$ cat src/hdl/bbox_pkg.sv
// Shared widths, types, command codes and helpers for the bounding-box rasterizer.
package bbox_pkg;

	localparam int COORD_BITS = 11;
	localparam int DIFF_W     = COORD_BITS + 1;
	localparam int PROD_W     = 2 * DIFF_W;
	localparam int ACC_W      = PROD_W + 1;
	localparam int SUM_W      = ACC_W + 1;

	typedef logic [COORD_BITS-1:0]    coord_t;
	typedef logic signed [DIFF_W-1:0] diff_t;
	typedef logic signed [PROD_W-1:0] prod_t;
	typedef logic signed [ACC_W-1:0]  acc_t;
	typedef logic signed [SUM_W-1:0]  sum_t;

	localparam logic CMD_LOAD  = 1'b0;
	localparam logic CMD_FETCH = 1'b1;

	function automatic coord_t min3(input coord_t a, input coord_t b, input coord_t c);
		coord_t m;
		m = (a < b) ? a : b;
		return (m < c) ? m : c;
	endfunction

	function automatic coord_t max3(input coord_t a, input coord_t b, input coord_t c);
		coord_t m;
		m = (a > b) ? a : b;
		return (m > c) ? m : c;
	endfunction

	function automatic diff_t sub_coord(input coord_t a, input coord_t b);
		return diff_t'($signed({1'b0, a}) - $signed({1'b0, b}));
	endfunction

endpackage

$ cat src/hdl/bbox_triangle_rasterizer_unit.sv
// Bounding-box triangle rasterizer: setup through a shared multiplier, then one pixel a cycle.
// Setup beat: load, edge prep, six products and a drain through the one multiplier, finish.
// Fetch beat: one bounding-box pixel tested per cycle until a hit
// or the box end, then the result is held in the output register until taken; no input is
// taken meanwhile. Walk uses incremental edge values: only adds and compares per pixel.
// Asynchronous active-low reset clears all state: no traversal, a fetch returns the end marker.
module bbox_triangle_rasterizer_unit (
	input  logic                clk,
	input  logic                arst_n,
	input  logic                in_valid,
	output logic                in_stall,
	input  logic                command,
	input  bbox_pkg::coord_t    vertex0_x,
	input  bbox_pkg::coord_t    vertex0_y,
	input  bbox_pkg::coord_t    vertex1_x,
	input  bbox_pkg::coord_t    vertex1_y,
	input  bbox_pkg::coord_t    vertex2_x,
	input  bbox_pkg::coord_t    vertex2_y,
	output logic                out_valid,
	input  logic                out_stall,
	output bbox_pkg::coord_t    pixel_x,
	output bbox_pkg::coord_t    pixel_y,
	output logic                found
);
	import bbox_pkg::*;

	typedef enum logic [2:0] {
		S_IDLE,
		S_PREP,
		S_MUL,
		S_FIN,
		S_WALK,
		S_OUT
	} state_t;

	localparam logic [2:0] MUL_LAST = 3'd6;

	state_t     state_q;
	coord_t     vtx_q [6];
	coord_t     xmin_q, ymin_q, xmax_q, ymax_q;
	coord_t     cur_x_q, cur_y_q;
	diff_t      ex1_q, ey1_q, ex2_q, ey2_q, px0_q, py0_q;
	logic [2:0] mul_step_q;
	prod_t      prod_q;
	logic [2:0] prod_step_q;
	logic       prod_vld_q;
	acc_t       area_q, wu_q, wv_q, colu_q, colv_q;
	logic       active_q;
	logic       out_valid_q;
	coord_t     pix_x_q, pix_y_q;
	logic       found_q;

	diff_t  op_a, op_b;
	prod_t  prod_d;
	sum_t   w_sum, area_ext;
	logic   area_pos, area_neg, hit, last_pix;
	acc_t   acc_sel;

	assign in_stall  = (state_q != S_IDLE);
	assign out_valid = out_valid_q;
	assign pixel_x   = pix_x_q;
	assign pixel_y   = pix_y_q;
	assign found     = found_q;

	// shared multiplier operand select
	always_comb begin
		case (mul_step_q)
			3'd0: begin op_a = ex2_q; op_b = ey1_q; end
			3'd1: begin op_a = ex1_q; op_b = ey2_q; end
			3'd2: begin op_a = ex1_q; op_b = py0_q; end
			3'd3: begin op_a = px0_q; op_b = ey1_q; end
			3'd4: begin op_a = px0_q; op_b = ey2_q; end
			3'd5: begin op_a = ex2_q; op_b = py0_q; end
			default: begin op_a = '0; op_b = '0; end
		endcase
		prod_d = op_a * op_b;
	end

	// pick the accumulator the pending product belongs to
	always_comb begin
		case (prod_step_q[2:1])
			2'd0:    acc_sel = area_q;
			2'd1:    acc_sel = wu_q;
			default: acc_sel = wv_q;
		endcase
	end

	always_comb begin
		w_sum    = sum_t'(wu_q) + sum_t'(wv_q);
		area_ext = sum_t'(area_q);
		area_neg = area_q[ACC_W-1];
		area_pos = !area_neg && (area_q != '0);
		if (area_pos) begin
			hit = !wu_q[ACC_W-1] && !wv_q[ACC_W-1] && (w_sum <= area_ext);
		end else if (area_neg) begin
			hit = (wu_q <= 0) && (wv_q <= 0) && (w_sum >= area_ext);
		end else begin
			hit = 1'b0;
		end
		last_pix = (cur_y_q >= ymax_q) && (cur_x_q >= xmax_q);
	end

	always_ff @(posedge clk or negedge arst_n) begin
		if (!arst_n) begin
			state_q     <= S_IDLE;
			vtx_q       <= '{default: '0};
			xmin_q      <= '0;
			ymin_q      <= '0;
			xmax_q      <= '0;
			ymax_q      <= '0;
			cur_x_q     <= '0;
			cur_y_q     <= '0;
			ex1_q       <= '0;
			ey1_q       <= '0;
			ex2_q       <= '0;
			ey2_q       <= '0;
			px0_q       <= '0;
			py0_q       <= '0;
			prod_q      <= '0;
			prod_step_q <= '0;
			area_q      <= '0;
			wu_q        <= '0;
			wv_q        <= '0;
			colu_q      <= '0;
			colv_q      <= '0;
			active_q    <= 1'b0;
			out_valid_q <= 1'b0;
			prod_vld_q  <= 1'b0;
			mul_step_q  <= '0;
			found_q     <= 1'b0;
			pix_x_q     <= '0;
			pix_y_q     <= '0;
		end else begin
			case (state_q)
				S_IDLE: begin
					if (in_valid) begin
						if (command == CMD_LOAD) begin
							vtx_q[0] <= vertex0_x;
							vtx_q[1] <= vertex0_y;
							vtx_q[2] <= vertex1_x;
							vtx_q[3] <= vertex1_y;
							vtx_q[4] <= vertex2_x;
							vtx_q[5] <= vertex2_y;
							xmin_q   <= min3(vertex0_x, vertex1_x, vertex2_x);
							ymin_q   <= min3(vertex0_y, vertex1_y, vertex2_y);
							xmax_q   <= max3(vertex0_x, vertex1_x, vertex2_x);
							ymax_q   <= max3(vertex0_y, vertex1_y, vertex2_y);
							cur_x_q  <= min3(vertex0_x, vertex1_x, vertex2_x);
							cur_y_q  <= min3(vertex0_y, vertex1_y, vertex2_y);
							active_q <= 1'b0;
							state_q  <= S_PREP;
						end else if (active_q) begin
							state_q <= S_WALK;
						end else begin
							pix_x_q     <= '0;
							pix_y_q     <= '0;
							found_q     <= 1'b0;
							out_valid_q <= 1'b1;
							state_q     <= S_OUT;
						end
					end
				end
				S_PREP: begin
					ex1_q      <= sub_coord(vtx_q[2], vtx_q[0]);
					ey1_q      <= sub_coord(vtx_q[3], vtx_q[1]);
					ex2_q      <= sub_coord(vtx_q[4], vtx_q[0]);
					ey2_q      <= sub_coord(vtx_q[5], vtx_q[1]);
					px0_q      <= sub_coord(vtx_q[0], xmin_q);
					py0_q      <= sub_coord(vtx_q[1], ymin_q);
					area_q     <= '0;
					wu_q       <= '0;
					wv_q       <= '0;
					mul_step_q <= '0;
					prod_vld_q <= 1'b0;
					state_q    <= S_MUL;
				end
				S_MUL: begin
					prod_q      <= prod_d;
					prod_step_q <= mul_step_q;
					prod_vld_q  <= (mul_step_q != MUL_LAST);
					// even steps add, odd steps subtract
					if (prod_vld_q) begin
						case (prod_step_q[2:1])
							2'd0: area_q <= prod_step_q[0] ? acc_sel - acc_t'(prod_q)
								: acc_sel + acc_t'(prod_q);
							2'd1: wu_q <= prod_step_q[0] ? acc_sel - acc_t'(prod_q)
								: acc_sel + acc_t'(prod_q);
							default: wv_q <= prod_step_q[0] ? acc_sel - acc_t'(prod_q)
								: acc_sel + acc_t'(prod_q);
						endcase
					end
					if (mul_step_q == MUL_LAST) begin
						state_q <= S_FIN;
					end else begin
						mul_step_q <= mul_step_q + 3'd1;
					end
				end
				S_FIN: begin
					colu_q   <= wu_q;
					colv_q   <= wv_q;
					active_q <= (area_q != '0);
					state_q  <= S_IDLE;
				end
				S_WALK: begin
					// advance the cursor, y inner, x outer
					if (cur_y_q < ymax_q) begin
						cur_y_q <= cur_y_q + coord_t'(1);
						wu_q    <= wu_q - acc_t'(ex1_q);
						wv_q    <= wv_q + acc_t'(ex2_q);
					end else if (cur_x_q < xmax_q) begin
						cur_y_q <= ymin_q;
						cur_x_q <= cur_x_q + coord_t'(1);
						colu_q  <= colu_q + acc_t'(ey1_q);
						colv_q  <= colv_q - acc_t'(ey2_q);
						wu_q    <= colu_q + acc_t'(ey1_q);
						wv_q    <= colv_q - acc_t'(ey2_q);
					end else begin
						active_q <= 1'b0;
					end
					if (hit) begin
						pix_x_q     <= cur_x_q;
						pix_y_q     <= cur_y_q;
						found_q     <= 1'b1;
						out_valid_q <= 1'b1;
						state_q     <= S_OUT;
					end else if (last_pix) begin
						pix_x_q     <= '0;
						pix_y_q     <= '0;
						found_q     <= 1'b0;
						out_valid_q <= 1'b1;
						state_q     <= S_OUT;
					end
				end
				S_OUT: begin
					// hold the result beat until taken
					if (!out_stall) begin
						out_valid_q <= 1'b0;
						state_q     <= S_IDLE;
					end
				end
				default: begin
					state_q <= S_IDLE;
				end
			endcase
		end
	end

endmodule
$ cat config.mk
export PLATFORM = sky130hd
export DESIGN_NAME = bbox_triangle_rasterizer_unit
export DESIGN_NICKNAME = d
export VERILOG_FILES = /design/src/hdl/bbox_pkg.sv /design/src/hdl/bbox_triangle_rasterizer_unit.sv
export SDC_FILE = /design/constraint.sdc
export NUM_CORES = 2
export LEC_CHECK = 0
export BUFFER_PORTS_ARGS = -buffer_cell sky130_fd_sc_hd__buf_2
export CAP_MARGIN = 20
export CELL_PAD_IN_SITES_DETAIL_PLACEMENT = 0
export CELL_PAD_IN_SITES_GLOBAL_PLACEMENT = 1
export CORE_MARGIN = 2
export CORE_UTILIZATION = 53
export DETAILED_ROUTE_END_ITERATION = 12
export GPL_TIMING_DRIVEN = 0
export HOLD_SLACK_MARGIN = 0.05
export PLACE_DENSITY = 0.87
export SYNTH_ARGS = -nofsm -noshare
export SYNTH_HDL_FRONTEND = slang
export SYNTH_SLANG_ARGS = --single-unit
$ cat constraint.sdc
create_clock -name clk -period 15.8 [get_ports clk]
set_input_delay 3.16 -clock clk [delete_from_list [all_inputs] [get_ports clk]]
set_output_delay 3.16 -clock clk [all_outputs]
set_load 0.05 [all_outputs]
After elaboration in Yosys (flattened, before gate mapping)
Cells that the tools add are included.
{"block": "word_totals", "regBits": 388, "input_bits": 71, "output_inout_bits": 25, "elab_cells": 213}
{"block": "classes", "n_addsub": 16, "mul": 1, "n_lt_le_gt_ge": 16, "eq_ne": 29, "mux": 78, "n_bitwise": 1, "n_reduce_logical": 39}
{"operator": "25-bit 2-to-1 mux", "count": 13}
{"operator": "11-bit 2-to-1 mux", "count": 22}
{"operator": "25-bit case mux with 2 select lines", "count": 4}
{"operator": "25-bit case mux with 3 select lines", "count": 2}
{"operator": "11-bit case mux with 2 select lines", "count": 4}
{"operator": "12-bit case mux with 3 select lines", "count": 2}
{"operator": "11-bit by 11-bit subtractor with 12-bit output", "count": 6}
{"operator": "11-bit < comparator", "count": 6}
{"operator": "25-bit by 12-bit adder with 25-bit output", "count": 2}
{"operator": "25-bit by 1-bit <= comparator with 1-bit output, second input constant", "count": 2}
{"operator": "25-bit by 12-bit subtractor with 25-bit output", "count": 2}
{"operator": "11-bit greater-than comparator", "count": 4}
{"operator": "25-bit by 25-bit adder with 26-bit output", "count": 1}
{"operator": "26-bit by 25-bit >= comparator with 1-bit output", "count": 1}
{"operator": "26-bit by 25-bit <= comparator with 1-bit output", "count": 1}
{"operator": "25-bit by 24-bit adder with 25-bit output", "count": 1}
{"operator": "25-bit nonzero test", "count": 1}
{"operator": "25-bit by 24-bit subtractor with 25-bit output", "count": 1}
{"operator": "12-bit by 12-bit multiplier with 24-bit output", "count": 1}
{"operator": "2-bit inequality test, second input constant", "count": 12}
{"operator": "11-bit by 1-bit adder with 11-bit output, second input constant", "count": 2}
{"operator": "11-bit >= comparator", "count": 2}
{"operator": "3-bit 2-to-1 mux", "count": 7}
{"operator": "1-bit 2-to-1 mux", "count": 18}
{"operator": "24 further kinds", "count": 63}

Logic depth before layout (Yosys ltp)
{"block": "logic_depth", "word_depth": 7, "mapped_depth": 30, "ltp_nobuf": 28}

Worst setup path after synthesis
Ideal clock, no wire load.
{"block": "synth_timing", "path_type": "input -> register", "start": "input port vertex1_x[4]", "end": "register xmax_q[0]", "setup_ps": 125, "arrival_ps": 7203, "required_ps": 15675, "slack_ps": 8473, "cell_stages": 25, "path_buffers": 4, "cell_sequence": "inv_1 ha_1 a21o_1 a21o_1 a21oi_1 nor2_1 or3_1 buf_2 o31a_1 clkbuf_1 clkbuf_1 nand2_1 o21ai_0 ha_1 nor2b_1 o21a_1 o21a_1 o21a_1 o21a_1 o2111ai_1 and3_1 a211oi_1 buf_1 mux2i_1 mux2_2"}
{"block": "synth_between", "elab_chain_cells": 4}
{"element": "start: declaration", "line": "bbox_triangle_rasterizer_unit.sv:15", "source": "input bbox_pkg::coord_t vertex1_x,"}
{"element": "11-bit greater-than comparator", "line": "bbox_pkg.sv:27", "source": "m = (a > b) ? a : b;"}
{"element": "11-bit 2-to-1 mux (*)", "line": "bbox_pkg.sv:27"}
{"element": "11-bit greater-than comparator", "line": "bbox_pkg.sv:28", "source": "return (m > c) ? m : c;"}
{"element": "11-bit 2-to-1 mux (*)", "line": "bbox_pkg.sv:28"}
{"element": "end signal: assignment", "line": "bbox_triangle_rasterizer_unit.sv:146", "source": "xmax_q <= max3(vertex0_x, vertex1_x, vertex2_x);"}
{"element": "end: declaration", "line": "bbox_triangle_rasterizer_unit.sv:40", "source": "coord_t xmin_q, ymin_q, xmax_q, ymax_q;"}
Mark *: on every way between the ends. The rest lies on a longest branch, timed or not.
A chain may end at the register's enable or synchronous reset.

Worst setup path after layout
{"block": "layout_timing", "start": "register mul_step_q[2]", "end": "register prod_q[22]"}
{"block": "layout_between", "elab_chain_cells": 4, "elab_cells_between_ends": 15, "cone_classes": "mul: 1; eq/ne: 5; mux: 2; reduce/logical: 7"}
{"element": "start: declaration", "line": "bbox_triangle_rasterizer_unit.sv:43", "source": "logic [2:0] mul_step_q;"}
{"element": "start signal: assignment", "line": "bbox_triangle_rasterizer_unit.sv:195", "source": "mul_step_q <= mul_step_q + 3'd1;"}
{"element": "3-bit == test (tied with other cells)", "line": "bbox_triangle_rasterizer_unit.sv:67", "source": "case (mul_step_q)"}
{"element": "2-bit OR reduction (no source line)"}
{"element": "12-bit case mux with 3 select lines", "line": "bbox_triangle_rasterizer_unit.sv:67"}
{"element": "12-bit by 12-bit multiplier with 24-bit output (*)", "line": "bbox_triangle_rasterizer_unit.sv:76", "source": "prod_d = op_a * op_b;"}
{"element": "end signal: assignment", "line": "bbox_triangle_rasterizer_unit.sv:178", "source": "prod_q <= prod_d;"}
{"element": "end: declaration", "line": "bbox_triangle_rasterizer_unit.sv:44", "source": "prod_t prod_q;"}
Marked as above.

==> metrics.yaml <==
placed_design:
  portBuffers: 95
  gp_congestion: 0.991
  dp.cells: 5199
  hpwl_mm: 101
  postPlaceCellArea_um2: 37100
route:
  drt-wirelength-per-cell_um: 23.7
  vias: 32100
  viasPerCell: 6.07
  ant_nets: 0
  drc_errors: 0
  drt_first_pass_iters: 7
  initialDrtViolationCount: 3062
  wirelength_mm: 125
finish:
  layout_commonest_cell: "nand2_1"
  finalNonFillerCells: 5283
  drive_gt1_share_pct: 5.00
  fin_nets: 4988
  antennaDiodeCount: 0
  syn_to_final_growth_pct: 9.34
  final_cell_mix: "nand2_1, o21ai_0, inv_1"
  final_cell_area_um2: 38800
synthesis:
  syn-num-nets: 4840
  synth_area_leaders: "dfrtp_1, ha_1, fa_1"
  synth-edff-count: 0
  synth_top_cell_by_area: "dfrtp_1"
  syn_area_um2: 35500
  ys.flop_type: "dfrtp_1"
  ys_seq_area_share_pct: 27.4
  yosys_warnings: 0
  synthDistinctLibCells: 81
  synth-async-reset-ratio_pct: 100
  synth_top_area_share_pct: 27.4
  synthCells: 4236
  ys_seq_elements: 388
  syn_avg_cell_area_um2: 8.37
die:
  initial_core_util_pct: 53.7
  io_pins: 96
  die_height_um: 263
  die_w_um: 263
  die_area_um2: 69000
  rows: 94
  core_um2: 66000
cts:
  cts_hold_buffers: 0
  cts_resized: 0
  cts_setup_buffers: 0
  clk_latency_ps: 620
  tritoncts: "built"
  htree_levels: 2
  clk_path_buf_depth: 3
  cts_sinks: 388
  cts_buffers: 47
  cts-root-buf: "clkbuf_16"
  path_clk_slew_ps: 70
critical_path:
  required_ps: 16260
  critical_path.max_stage_delay_ps: 590
  cp_data_arrival_time_ps: 8490
  cp_slowest_cell: "a222oi_1"
  critPathKind: "register to register"
  cp_max_fo: 10
  start_kind: "register"
  critPathCaptureType: "register"
sta:
  fmax_mhz: 125
  drv_slew: 0
  fin_hold_ws_ps: 477
  fin_crit_sh_pct: 50.8
  finalHoldViolations: 0
  setup_violations: 0
  relSlewSlack_pct: 19.0
  finalSetupTns_ps: 0
  period_minus_slack_ps: 8020
  rsz0062_at_grt: "no"
  skew_ps: 28.6
  worstMarginPinSlew_ps: 1210
hold_path:
  hp-class: "register to register"
global_route:
  grt_pass1_vias: 31100
  antenna_found_initial: 1
  grt_max_degree: 114
  grt-ovfl-total: 0
  grt_pass1_wl_mm: 190
  global_route.usage.total_pct: 36.0
job:
  cap_violations: 0
run_status:
  outcome: "finished clean"
==> synth_stat cells (all sizes together), types with 11 or more instances <==
master and count:
a211o 14, a211oi 41, a21boi 12, a21o 128, a21oi 268, a22o 29
a22oi 28, a31oi 54, and2 22, and3 29, buf 17, clkbuf 140
dfrtp 388, fa 150, ha 383, inv 396, mux2 16, mux2i 73
nand2 600, nand2b 44, nand3 39, nand4 32, nor2 273, nor2b 37
nor3 53, nor4 32, nor4b 11, o211ai 16, o21a 46, o21ai 448
o21bai 20, o221ai 12, o31ai 34, o41ai 11, or3 18, xnor2 141
xor2 66
==> metal layers <==
metal | wire (µm) | share of wire (%) | up-vias | track usage, %
met5 | 13 | 0.010 | - | 0
met4 | 7790 | 6.2 | 2 | 19.3
met3 | 10200 | 8.1 | 268 | 6.32
met2 | 54000 | 43 | 1299 | 55.2
met1 | 53400 | 43 | 15400 | 48.7
li1 | - | - | 15100 | -
==> worst max-delay path: cells and delay by family (launching register included) <==
kind,cells,cell delay (ps)
AO/OA/AOI/OAI,8,2040
AND/OR/NAND/NOR,4,670
buffers and inverters,8,1810
adder cells (fa/ha/maj),7,2880
flip-flops,1,320
XOR/XNOR,1,160
==> final cells by class <==
type	count	area [µm²]
Timing Repair Buffer	99	576
Inverter	396	1490
Clock buffer	63	1360
Multi-Input combinational cell	3295	23700
Buffer	157	604
Fill cell	6092	27200
Sequential cell	388	9710
Clock inverter	21	298
Tap cell	864	1080
==> per-stage QoR <==
step | setup slack (ps) | util [%]
after floorplan | 8470 | -
after global placement | 3500 | 56.1
after detailed placement | 7510 | 56.3
after CTS | 7850 | 58.8
after global routing | 7330 | 58.8
final | 7780 | 58.8
==> final timing paths <==
path / startpoint / endpoint / slack (ps) / depth (start not counted)
hold / removal: found$_DFFE_PN0P_ / found$_DFFE_PN0P_ / 480 / 1
hold reg to reg: found$_DFFE_PN0P_ / found$_DFFE_PN0P_ / 480 / 1
setup reg to reg: mul_step_q[2]$_DFFE_PN0P_ / prod_q[22]$_DFFE_PN0N_ / 7780 / 28
setup / recovery: mul_step_q[2]$_DFFE_PN0P_ / prod_q[22]$_DFFE_PN0N_ / 7780 / 28
max in group asynchronous: arst_n / cur_x_q[7]$_DFFE_PN0P_ / 11690 / 3
min in group asynchronous: arst_n / prod_q[21]$_DFFE_PN0N_ / 2540 / 1
==> state kept, by name, summed over array words and instances, names as in the netlist, 12 cells and up <==
| register | count |
|---|---|
| vtx_q | 66 |
| ex2_q | 12 |
| area_q | 25 |
| ey1_q | 12 |
| wv_q | 25 |
| py0_q | 12 |
| px0_q | 12 |
| ey2_q | 12 |
| wu_q | 25 |
| ex1_q | 12 |
| colu_q | 25 |
| prod_q | 24 |
| colv_q | 25 |
==> logic make-up after synthesis <==
| kind of cell | share of synthesized area (%) |
|---|---|
| AOI/OAI and AO/OA | 21.6 |
| DFF | 27.4 |
| muxes | 2.58 |
| xor gates and xnor gates | 5.11 |
| buffers and inverters | 5.90 |
| and+or+nand+nor | 15.5 |
| adders and majority gates | 22.0 |
Power is not shown: default switching activity piles up to over one toggle a cycle in this logic, so the estimate is an artifact.
